--- src/hdl/c8s_pkg.sv ---
// Shared types and constants for the subset CHIP-8 core.
// Command and status bundles between controller and datapath.
// No dependencies.
package c8s_pkg;

  // Item operations on the request channel
  localparam logic [1:0] OP_LOAD  = 2'd0;
  localparam logic [1:0] OP_EXEC  = 2'd1;
  localparam logic [1:0] OP_RDPIX = 2'd2;
  localparam logic [1:0] OP_RDREG = 2'd3;

  // Instruction encodings
  localparam logic [15:0] INSTR_CLS = 16'h00E0;
  localparam logic [3:0]  NIB_SYS   = 4'h0;
  localparam logic [3:0]  NIB_JMP   = 4'h1;
  localparam logic [3:0]  NIB_LDV   = 4'h6;
  localparam logic [3:0]  NIB_LDI   = 4'hA;
  localparam logic [3:0]  NIB_DRW   = 4'hD;

  localparam logic [11:0] PC_RESET  = 12'h200;
  localparam logic [3:0]  REG_VF    = 4'hF;

  localparam int ROW_BITS  = 64;
  localparam int ROW_COUNT = 32;
  localparam int MEM_DEPTH = 4096;

  // Program memory read address select
  typedef enum logic [1:0] {
    MRD_PC,
    MRD_PC1,
    MRD_SPR
  } mrd_sel_t;

  // Register file read address select
  typedef enum logic [1:0] {
    RRD_ADDR,
    RRD_X,
    RRD_Y
  } rrd_sel_t;

  // Register file write select
  typedef enum logic [1:0] {
    RWR_NN,
    RWR_VF0,
    RWR_VF1
  } rwr_sel_t;

  // Decoded instruction class
  typedef enum logic [2:0] {
    CLS_CLR,
    CLS_JMP,
    CLS_LDV,
    CLS_LDI,
    CLS_DRW,
    CLS_UNK
  } cls_t;

  typedef struct packed {
    logic     latch_in;
    logic     clr_step;
    logic     mem_wr_in;
    logic     mem_rd_en;
    mrd_sel_t mrd_sel;
    logic     latch_hi;
    logic     latch_lo;
    logic     rf_rd_en;
    rrd_sel_t rrd_sel;
    logic     latch_vx;
    logic     latch_vy;
    logic     rf_wr_en;
    rwr_sel_t rwr_sel;
    logic     pc_wr;
    logic     pc_jump;
    logic     idx_wr;
    logic     fb_clear;
    logic     fb_rd_en;
    logic     fb_draw;
    logic     fb_wr;
    logic     row_clr;
    logic     row_inc;
    logic     res_load;
  } cmd_t;

  typedef struct packed {
    logic clr_last;
    cls_t cls;
    logic n_zero;
    logic row_last;
    logic coll_any;
  } sts_t;

endpackage

--- src/hdl/c8s_ctrl.sv ---
// Controller state machine of the subset CHIP-8 core.
// Sequences clearing, item handling, fetch, decode and draw.
// Depends on c8s_pkg.
module c8s_ctrl
  import c8s_pkg::*;
(
  input  logic       clk,
  input  logic       rst_n,
  input  logic       in_valid,
  input  logic [1:0] in_opcode,
  output logic       in_stall,
  output logic       out_valid,
  input  logic       out_stall,
  input  sts_t       sts,
  output cmd_t       cmd
);

  localparam logic [3:0] S_CLR   = 4'd0;
  localparam logic [3:0] S_IDLE  = 4'd1;
  localparam logic [3:0] S_LOAD  = 4'd2;
  localparam logic [3:0] S_RDPIX = 4'd3;
  localparam logic [3:0] S_RDREG = 4'd4;
  localparam logic [3:0] S_F0    = 4'd5;
  localparam logic [3:0] S_F1    = 4'd6;
  localparam logic [3:0] S_F2    = 4'd7;
  localparam logic [3:0] S_DEC   = 4'd8;
  localparam logic [3:0] S_DX    = 4'd9;
  localparam logic [3:0] S_DY    = 4'd10;
  localparam logic [3:0] S_RR    = 4'd11;
  localparam logic [3:0] S_RW    = 4'd12;
  localparam logic [3:0] S_FIN   = 4'd13;

  logic [3:0] state_r;
  logic [3:0] state_nxt;
  logic       out_valid_r;
  logic       out_valid_nxt;
  logic       out_free;

  assign out_free = !out_valid_r || !out_stall;

  // Next state and commands
  always_comb begin
    state_nxt = state_r;
    cmd       = '0;
    cmd.mrd_sel = MRD_PC;
    cmd.rrd_sel = RRD_ADDR;
    cmd.rwr_sel = RWR_NN;
    unique case (state_r)
      S_CLR: begin
        cmd.clr_step = 1'b1;
        if (sts.clr_last) state_nxt = S_IDLE;
      end
      S_IDLE: begin
        if (in_valid) begin
          cmd.latch_in = 1'b1;
          unique case (in_opcode)
            OP_LOAD:  state_nxt = S_LOAD;
            OP_EXEC:  state_nxt = S_F0;
            OP_RDPIX: state_nxt = S_RDPIX;
            OP_RDREG: state_nxt = S_RDREG;
            default:  state_nxt = S_LOAD;
          endcase
        end
      end
      S_LOAD: begin
        cmd.mem_wr_in = 1'b1;
        state_nxt = S_FIN;
      end
      S_RDPIX: begin
        cmd.fb_rd_en = 1'b1;
        state_nxt = S_FIN;
      end
      S_RDREG: begin
        cmd.rf_rd_en = 1'b1;
        state_nxt = S_FIN;
      end
      // Fetch the big-endian word at PC
      S_F0: begin
        cmd.mem_rd_en = 1'b1;
        state_nxt = S_F1;
      end
      S_F1: begin
        cmd.latch_hi  = 1'b1;
        cmd.mem_rd_en = 1'b1;
        cmd.mrd_sel   = MRD_PC1;
        state_nxt = S_F2;
      end
      S_F2: begin
        cmd.latch_lo = 1'b1;
        state_nxt = S_DEC;
      end
      S_DEC: begin
        cmd.pc_wr = 1'b1;
        state_nxt = S_FIN;
        unique case (sts.cls)
          CLS_CLR: cmd.fb_clear = 1'b1;
          CLS_JMP: cmd.pc_jump = 1'b1;
          CLS_LDV: cmd.rf_wr_en = 1'b1;
          CLS_LDI: cmd.idx_wr = 1'b1;
          CLS_DRW: begin
            cmd.rf_rd_en = 1'b1;
            cmd.rrd_sel  = RRD_X;
            state_nxt = S_DX;
          end
          default: ;
        endcase
      end
      // Draw: fetch VX, VY, clear VF, then walk the sprite rows
      S_DX: begin
        cmd.latch_vx = 1'b1;
        cmd.rf_rd_en = 1'b1;
        cmd.rrd_sel  = RRD_Y;
        state_nxt = S_DY;
      end
      S_DY: begin
        cmd.latch_vy = 1'b1;
        cmd.rf_wr_en = 1'b1;
        cmd.rwr_sel  = RWR_VF0;
        cmd.row_clr  = 1'b1;
        state_nxt = sts.n_zero ? S_FIN : S_RR;
      end
      S_RR: begin
        cmd.mem_rd_en = 1'b1;
        cmd.mrd_sel   = MRD_SPR;
        cmd.fb_rd_en  = 1'b1;
        cmd.fb_draw   = 1'b1;
        state_nxt = S_RW;
      end
      S_RW: begin
        cmd.fb_wr = 1'b1;
        if (sts.row_last) begin
          cmd.rf_wr_en = sts.coll_any;
          cmd.rwr_sel  = RWR_VF1;
          state_nxt = S_FIN;
        end else begin
          cmd.row_inc = 1'b1;
          state_nxt = S_RR;
        end
      end
      S_FIN: begin
        if (out_free) begin
          cmd.res_load = 1'b1;
          state_nxt = S_IDLE;
        end
      end
      default: state_nxt = S_IDLE;
    endcase
  end

  // Result valid flag
  always_comb begin
    out_valid_nxt = out_valid_r;
    if (out_valid_r && !out_stall) out_valid_nxt = 1'b0;
    if (cmd.res_load) out_valid_nxt = 1'b1;
  end

  always_ff @(posedge clk) begin
    if (!rst_n) begin
      state_r     <= S_CLR;
      out_valid_r <= 1'b0;
    end else begin
      state_r     <= state_nxt;
      out_valid_r <= out_valid_nxt;
    end
  end

  assign in_stall  = (state_r != S_IDLE);
  assign out_valid = out_valid_r;

  // A result appears only from the finishing state
  a_res_from_fin: assert property (@(posedge clk) disable iff (!rst_n)
    ($past(rst_n) && $rose(out_valid_r)) |-> $past(state_r == S_FIN))
    else $error("result raised outside the finishing state");

  // No result while program memory is still being cleared
  a_clr_quiet: assert property (@(posedge clk) disable iff (!rst_n)
    (state_r == S_CLR) |-> !out_valid_r)
    else $error("result present during memory clearing");

endmodule

--- config.mk ---
export PLATFORM = sky130hd
export DESIGN_NAME = c8s_ctrl
export DESIGN_NICKNAME = d
export VERILOG_FILES = /design/src/hdl/c8s_pkg.sv /design/src/hdl/c8s_ctrl.sv
export SDC_FILE = /design/constraint.sdc
export NUM_CORES = 1
export LEC_CHECK = 0
export BUFFER_PORTS_ARGS = -buffer_cell sky130_fd_sc_hd__buf_2
export CORE_MARGIN = 2
export CORE_UTILIZATION = 46
export CTS_CLUSTER_DIAMETER = 30
export CTS_CLUSTER_SIZE = 40
export DETAILED_ROUTE_END_ITERATION = 7
export GPL_ROUTABILITY_DRIVEN = 0
export MAX_ROUTING_LAYER = met4
export PLACE_DENSITY_LB_ADDON = 0.08
export SETUP_SLACK_MARGIN = 0.1
export SYNTH_ARGS = -nofsm -noshare
export SYNTH_HDL_FRONTEND = slang
export SYNTH_SLANG_ARGS = --single-unit
--- constraint.sdc ---
create_clock -name clk -period 4.6 [get_ports clk]
set_input_delay 0.92 -clock clk [delete_from_list [all_inputs] [get_ports clk]]
set_output_delay 0.92 -clock clk [all_outputs]
set_load 0.02 [all_outputs]
==> key figures, run 1 <==
GRT
  • GRT overflow: 0
  • Largest net degree at the start of global routing: 21
  • Initial antenna violation count: 0
  • Number of global-route vias before repair: 629
  • Global Route Usage Sum: 0.181
  • First-pass GRT wire length: 2650 um

Die
  • Row count: 14
  • Width of the die: 43.0 um
  • Core area: 1470 sq um
  • Boundary Pins: 41
  • Starting Density: 0.475
  • Die Area: 1850 sq um
  • Die Y: 43.0 um

Outcome
  • Status: finished, final reports clean

Timing
  • Post-route minimum period: 2.98 ns
  • Max Slew Vio Count: 0
  • Final Hold Fails: 0
  • # setup viols final: 0
  • Tightest Pin Transition: 0.629 ns
  • RSZ-0062 raised after global routing: false
  • Fmax: 0.336 GHz
  • Worst slew margin: 0.580
  • Setup Skew: 0.00157 ns
  • Period utilisation layout: 0.647
  • Setup tns final: 0 ns

Power and ir drop
  • Leakage dissipation: 0.460 nW
  • Total power per unit cell area: 182 nW/um^2
  • Peak supply drop: 0.111 mV
  • Power, Total: 0.156 mW

Clock tree
  • Clock sink count: 5
  • Max clock buf depth: 2
  • Cts hold-fix bufs: 0
  • Num CTS Buffers: 3
  • CTS tree: built
  • Setup Fix Bufs, Post-CTS: 0
  • Clk_lat worst skew: 0.24 ns
  • H-tree levels: 1
  • Worst-path clk slew: 0.05 ns
  • PostCTS Resize Cnt: 0
  • Clock Tree Root: clkbuf_4

Placement
  • Dpl cell area: 833 sq um
  • PortBufs: 40
  • DP HPWL: 1260 um
  • Placed Cells: 148

Layout
  • Syn-to-layout area delta: 22.9%
  • Final Instance Area: 860 sq um
  • ANT cells: 0
  • NumNets Final: 154
  • Layout cells sized above 1: 0.375
  • Fin cells: 152
  • Fill cells: 166

Worst setup path
  • Critical-path cell list: buf_2 -> or3b_2 -> a21oi_1 -> a21oi_1 -> nor2_1 -> buf_2
  • Max incr delay on CP: 0.50 ns
  • Setup CP Type: primary input to output port
  • CP endpoint kind: output port
  • Setup crit start kind: primary input
  • Worst EP arrival: 2.06 ns
  • WP data required: 3.68 ns
  • Slowest stage cell, crit path: or3b_2
  • Max FO, Critical Path: 5

Drt
  • # DRC: 0
  • Antenna-violating nets left: 0
  • DRT iter0 DRCs: 17
  • Final WL: 1660 um
  • Wire length per cell: 10.9 um
  • Drt first pass iters: 4
  • Vias per cell: 5.23
  • Vias after detailed routing: 795

Min path
  • Hold WC Path Type: register to register

Yosys
  • Register bit total from synthesis: 5
  • Seq/Total Area, Yosys: 0.143
  • Post-Syn Area: 699 sq um
  • Ranking of synthesized cells by area: dfxtp_1, nor2_1, ha_1
  • Post-synth top area share: 0.143
  • Area leader, netlist: dfxtp_1
  • Syn Area/Cell: 6.66 sq um
  • Mapped Cells: 105
  • Synth warnings: 0
  • Syn Nets: 122
  • Synth cell types: 33

Flow run
  • Max cap viols: 0
[critical path, delay by kind of cell]
family | cells | cell delay, ns
buf+inv | 2 | 0.29
compound gates | 2 | 0.23
simple gates | 2 | 0.61
[where the power goes]
group	switching (mW)	total (mW)	internal, mW
Clock	0.0192	0.0521	0.0329
Sequential	0.00964	0.0552	0.0456
Combinational	0.0293	0.0490	0.0198
[synth_stat cells (all sizes together)]
cell	count
and3	1
o211a	1
a211oi	3
or4b	1
a221oi	2
nor4	2
nand4b	1
o311ai	1
nand2	8
a21oi	9
a31o	1
nor3	4
a32o	1
inv	9
o31ai	3
buf	13
nor2	21
or3b	1
o21ai	4
nor2b	1
xor2	1
or3	1
a31oi	2
clkinv	1
nand2b	4
dfxtp	5
ha	4
[flip-flops by register name, summed over array words and instances (netlist names)]
register   cells
state_r        4
out_valid      1
[cells by family after synthesis]
| logic type | Yosys count | share of synthesized area |
|---|---|---|
| AOI/OAI and AO/OA | 27 | 0.267 |
| and+or+nand+nor | 45 | 0.327 |
| DFF | 5 | 0.143 |
| buffers and inverters | 23 | 0.179 |
| xor gates and xnor gates | 1 | 0.0125 |
| adders and majority gates | 4 | 0.0716 |
[final timing paths]
kind                                  from    endpoint  slack (ns)  cells past startpoint
worst max-delay path                sts[3]     cmd[17]        1.62                      6
worst min-delay path             out_valid   out_valid        0.52                      2
worst max register to register  state_r[3]  state_r[2]        3.04                      4
worst min register to register   out_valid   out_valid        0.52                      2
[placed cells by master, fill, tap and decap left out, types with 2 or more instances in the layout]
| cell type | netlist | final |
|---|---|---|
| nor4_1 | 2 | 2 |
| dfxtp_1 | 5 | 5 |
| o21ai_0 | 4 | 4 |
| nand2b_1 | 4 | 4 |
| buf_2 | 6 | 40 |
| a31oi_1 | 2 | 2 |
| inv_1 | 9 | 9 |
| o31ai_1 | 3 | 3 |
| a221oi_1 | 2 | 2 |
| a211oi_1 | 2 | 2 |
| nor2_1 | 20 | 20 |
| nand2_1 | 8 | 8 |
| ha_1 | 4 | 4 |
| nor3_1 | 3 | 3 |
| clkbuf_4 | 0 | 3 |
| a21oi_1 | 8 | 8 |
[per-layer routing]
| layer | vias up | wire length (um) | track usage | part of all wire |
|---|---|---|---|---|
| met5 | - | 0 | - | 0 |
| met4 | 0 | 0 | 0.0182 | 0 |
| met3 | 0 | 108 | 0.0383 | 0.065 |
| met2 | 26 | 767 | 0.291 | 0.46 |
| met1 | 350 | 781 | 0.244 | 0.47 |
| li1 | 419 | - | - | - |
[layout make-up]
type / count / area [sq um] / share of cell area
tap: 16 / 20.0 / 0.0233
sequential: 5 / 100 / 0.116
timing repair buffer: 40 / 200 / 0.233
inverter: 10 / 38.8 / 0.0451
clock buffer: 4 / 26.3 / 0.0306
multi-input combinational: 77 / 474 / 0.552
[per-stage QoR]
| step | setup slack (ns) | util | hold WS (ns) |
|---|---|---|---|
| after detailed placement | 1.62 | 0.566 | 0.513 |
| after floorplan | 1.76 | - | 0.579 |
| after CTS | 1.61 | 0.584 | 0.519 |
| final | 1.62 | 0.584 | 0.520 |
| after global placement | 1.63 | 0.566 | 0.504 |
| after global routing | 1.55 | 0.584 | 0.584 |
(Power assumes the default switching activity.)
==> run 2, diff against run 1 <==
Settings changed: CORE_UTILIZATION 46 to 43.
Clock period 4.6 ns to 2.85 ns, I/O delays scaled along.
==> key figures, run 2 (same netlist as run 1, synthesis figures left out) <==
Clock tree
  • Clk_lat worst skew: 0.25 ns
  • CTS tree: built
  • Setup Fix Bufs, Post-CTS: 0
  • Cts hold-fix bufs: 0
  • Worst-path clk slew: 0.04 ns
  • Max clock buf depth: 2
  • Clock Tree Root: clkbuf_4
  • Clock sink count: 5
  • PostCTS Resize Cnt: 0
  • Num CTS Buffers: 3
  • H-tree levels: 1

Placement
  • Dpl cell area: 848 sq um
  • DP HPWL: 1330 um
  • PortBufs: 40

Power and ir drop
  • Peak supply drop: 0.154 mV
  • Leakage dissipation: 0.471 nW
  • Power, Total: 0.256 mW
  • Total power per unit cell area: 293 nW/um^2

Timing
  • Post-route minimum period: 2.38 ns
  • Worst slew margin: 0.586
  • # setup viols final: 0
  • Final Hold Fails: 0
  • Max Slew Vio Count: 0
  • Setup Skew: 0.00206 ns
  • Hold_ws: 0.533 ns
  • Fmax: 0.420 GHz
  • Setup tns final: 0 ns
  • Tightest Pin Transition: 0.620 ns
  • Period utilisation layout: 0.835
  • RSZ-0062 raised after global routing: false

Worst setup path
  • Max FO, Critical Path: 20
  • Slowest stage cell, crit path: or4b_4
  • CP Buf/Inv Count: 1
  • WP data required: 2.28 ns
  • CP endpoint kind: output port
  • Crit path max-delay family: simple AND/OR/NAND/NOR gates
  • Setup CP Type: register to output port
  • Critical-path cell list: or4b_4 -> nor2_4 -> and3_1 -> buf_2
  • Max incr delay on CP: 0.65 ns
  • Worst EP arrival: 1.81 ns
  • Setup crit start kind: register

Layout
  • NumNets Final: 156
  • Syn-to-layout area delta: 25.0%
  • Top reg by flops: state_r
  • Final Instance Area: 875 sq um
  • Layout cells sized above 1: 0.384
  • Utilization after layout: 0.574
  • ANT cells: 0
  • Most common cell after layout, fill and taps aside: buf_2
  • Max FFs per register: 4
  • Commonest cells after routing, fill and taps aside: buf_2, nor2_1, inv_1, a21oi_1, nand2_1
  • Fill cells: 170

Die
  • Die Y: 44.3 um
  • Row count: 14
  • Boundary Pins: 41
  • Width of the die: 44.3 um
  • Starting Density: 0.459
  • Core area: 1520 sq um
  • Die Area: 1970 sq um

Drt
  • Wire length per cell: 11.3 um
  • DRT iter0 DRCs: 11
  • # DRC: 0
  • Antenna-violating nets left: 0
  • Vias per cell: 5.20
  • Drt first pass iters: 4
  • Final WL: 1740 um
  • Vias after detailed routing: 801

GRT
  • Grt met1 use: 0.259
  • First-pass GRT wire length: 2820 um
  • Number of global-route vias before repair: 655
  • Global Route Usage Sum: 0.191
  • Largest net degree at the start of global routing: 21
  • Busiest grt layer: met2
  • GRT overflow: 0
  • Initial antenna violation count: 0
  • GR Util met2: 0.297
  • Met3 usage: 0.0490

Min path
  • Hold WC Path Type: register to register

Flow run
  • Max cap viols: 0

Outcome
  • Status: finished, final reports clean
-- run 2: cell count changes in the layout (fill, tap and decap cells not counted), sizes merged --
cell / before / now
buf: 40 / 42
-- run 2: power breakdown --
group          internal [mW]  switching [mW]  total, mW
Clock                 0.0531          0.0320     0.0852
Sequential            0.0735          0.0105     0.0840
Combinational         0.0334          0.0535     0.0869
-- run 2: metal layers --
| metal | share of wire | vias to the layer above |
|---|---|---|
| li1 | - | 425 |
| met1 | 0.44 | 352 |
| met2 | 0.49 | 22 |
| met3 | 0.055 | 2 |
| met4 | 0.0080 | 0 |
| met5 | 0 | - |
-- run 2: metrics by stage --
step	worst slack, ns	cells
2_1_floorplan	0.703	105
3_3_place_gp	0.606	150
3_5_place_dp	0.601	150
4_1_cts	0.461	154
5_1_grt	0.352	154
6_report	0.469	154
-- run 2: layout make-up --
class / count / area, sq um / area share
clock buffers: 4 / 26.3 / 0.0300
inverters: 10 / 38.8 / 0.0443
multi-input cells: 77 / 474 / 0.542
flip-flops and latches: 5 / 100 / 0.114
well taps: 16 / 20.0 / 0.0229
repair buffers: 42 / 215 / 0.246
-- run 2: final timing paths --
path	from	to	slack [ns]	depth (start not counted)
min	out_valid	out_valid	0.53	2
max	state_r[2]	cmd[7]	0.47	4
max reg2reg	state_r[2]	state_r[1]	1.28	4
min reg2reg	out_valid	out_valid	0.53	2
-- run 2: worst min-delay path, delay by kind of cell (launching register included) --
family	cells	cell delay [ns]
flip-flops	1	0.32
AO/OA/AOI/OAI	1	0.07
AND/OR/NAND/NOR	1	0.10
==> run 3, diff against run 2 <==
Settings changed: CORE_UTILIZATION 43 to 38.
Clock period 2.85 ns to 2 ns, I/O delays scaled along.
==> key figures, run 3 (same netlist as run 1, synthesis figures left out) <==
Timing
  • Setup Skew: 0.000981 ns
  • Hold_ws: 0.404 ns
  • Final Hold Fails: 0
  • # setup viols final: 0
  • RSZ-0062 raised after global routing: true
  • Worst slew margin: 0.791
  • Final WS setup: 0.0477 ns
  • Fmax: 0.512 GHz
  • Tightest Pin Transition: 0.310 ns
  • Setup tns final: 0 ns
  • Max Slew Vio Count: 0
  • Post-route minimum period: 1.95 ns
  • Period utilisation layout: 0.976

Worst setup path
  • Worst EP arrival: 1.55 ns
  • Max FO, Critical Path: 4
  • Max incr delay on CP: 0.55 ns
  • Reg2reg path depth: 7
  • R2r startpoint: state_r[0]
  • CP endpoint kind: output port
  • Reg2reg end: state_r[2]
  • Critical-path cell list: or4b_4 -> nor2_4 -> and3_1 -> buf_6
  • CP Buf/Inv Count: 1
  • WP data required: 1.60 ns
  • Setup CP Type: register to output port
  • Setup crit start kind: register
  • Internal reg-to-reg setup slack: 0.54 ns
  • Slowest stage cell, crit path: or4b_4
  • Crit path max-delay family: simple AND/OR/NAND/NOR gates

Placement
  • Post-place setup slack: 0.0691 ns
  • PortBufs: 40
  • DP HPWL: 1390 um
  • Placed Cells: 162

Layout
  • Fill cells: 186
  • Max FFs per register: 4
  • Commonest cells after routing, fill and taps aside: buf_2, nor2_1, buf_4
  • Utilization after layout: 0.583
  • Most common cell after layout, fill and taps aside: buf_2
  • Top reg by flops: state_r
  • Syn-to-layout area delta: 44.0%
  • Layout cells sized above 1: 0.462
  • ANT cells: 0
  • NumNets Final: 163
  • Fin cells: 170

Die
  • Core area: 1730 sq um
  • Row count: 15
  • Width of the die: 46.9 um
  • Die Area: 2200 sq um
  • Starting Density: 0.405
  • Boundary Pins: 41
  • Die Y: 46.9 um

Clock tree
  • CTS tree: built
  • Num CTS Buffers: 3
  • Clock Tree Root: clkbuf_4
  • Worst-path clk slew: 0.04 ns
  • Max clock buf depth: 2
  • Clk_lat worst skew: 0.24 ns
  • H-tree levels: 1
  • Clock sink count: 5

Drt
  • Vias per cell: 5.05
  • Drt first pass iters: 4
  • Final WL: 1820 um
  • DRT iter0 DRCs: 7
  • Vias after detailed routing: 859
  • Wire length per cell: 10.7 um
  • Antenna-violating nets left: 0
  • # DRC: 0

GRT
  • GRT overflow: 0
  • Global Route Usage Sum: 0.173
  • Initial antenna violation count: 0
  • Largest net degree at the start of global routing: 20
  • First-pass GRT wire length: 2760 um
  • Number of global-route vias before repair: 666

Power and ir drop
  • NetSw: 0.140 mW
  • Internal power: 0.253 mW
  • Leakage dissipation: 0.511 nW
  • Clock power frac: 0.294
  • Total power per unit cell area: 390 nW/um^2
  • Sw Share: 0.356
  • Share of power burned in registers: 0.277
  • Peak supply drop: 0.238 mV
  • Gate power share: 0.429

Min path
  • Hold path start: sts[6]
  • Worst Hold Depth: 3
  • Worst Hold Path EP: state_r[0]
  • Hold WC Path Type: primary input to register

Outcome
  • Status: finished, final reports clean

Flow run
  • Max cap viols: 0
-- run 3: metrics by stage --
step                instance area [sq um]  power (mW)
floorplan                             711       0.210
global placement                      893       0.253
detailed placement                    893       0.255
CTS                                   960       0.380
global route                         1010       0.426
finish                               1010       0.393
-- run 3: timing repair --
| item | 4_1_cts | 5_1_grt |
|---|---|---|
| pin swaps | 2 | 0 |
| setup buffers | 2 | 2 |
| hold endpoints to repair | 0 | 0 |
| gates resized for setup | 8 | 10 |
| hold buffers | 0 | 0 |
| endpoints found under the setup margin | 6 | 7 |
-- run 3: layout make-up --
type                       count  area [sq um]  share of cell area
clock buffer                   4          26.3              0.0261
inverter                      10          42.5              0.0422
multi-input combinational     77           498               0.494
sequential                     5           105               0.104
tap                           25          31.3              0.0311
timing repair buffer          49           304               0.302
-- run 3: per-layer routing --
metal	routed length, um	GRT usage	part of all wire
met2	980	0.307	0.54
met5	0	-	0
met1	749	0.209	0.41
met3	86	0.0346	0.047
met4	0	0.0167	0
-- run 3: worst max-delay path by stage --
stage | start | end | slack [ns] | depth (start not counted)
final | state_r[0] | cmd[7] | 0.05 | 4
after global routing | state_r[0] | cmd[8] | -0.05 | 5
after CTS | state_r[0] | cmd[8] | 0.04 | 5
after detailed placement | sts[3] | cmd[17] | 0.07 | 6
after global placement | sts[3] | cmd[17] | 0.09 | 6
after floorplan | sts[3] | cmd[17] | 0.20 | 4
-- run 3: worst min-delay path, stage by stage --
cell      delay, ns
buf_2          0.09
inv_1          0.04
a221oi_1       0.06
-- run 3: power by group through the flow --
| stage | Combinational (mW) | Sequential [mW] | Clock, mW |
|---|---|---|---|
| after floorplan | 0.102 | 0.108 | 0 |
| after global placement | 0.140 | 0.114 | 0 |
| after detailed placement | 0.141 | 0.113 | 0 |
| after CTS | 0.156 | 0.108 | 0.117 |
| after global routing | 0.187 | 0.109 | 0.129 |
| final | 0.168 | 0.109 | 0.116 |
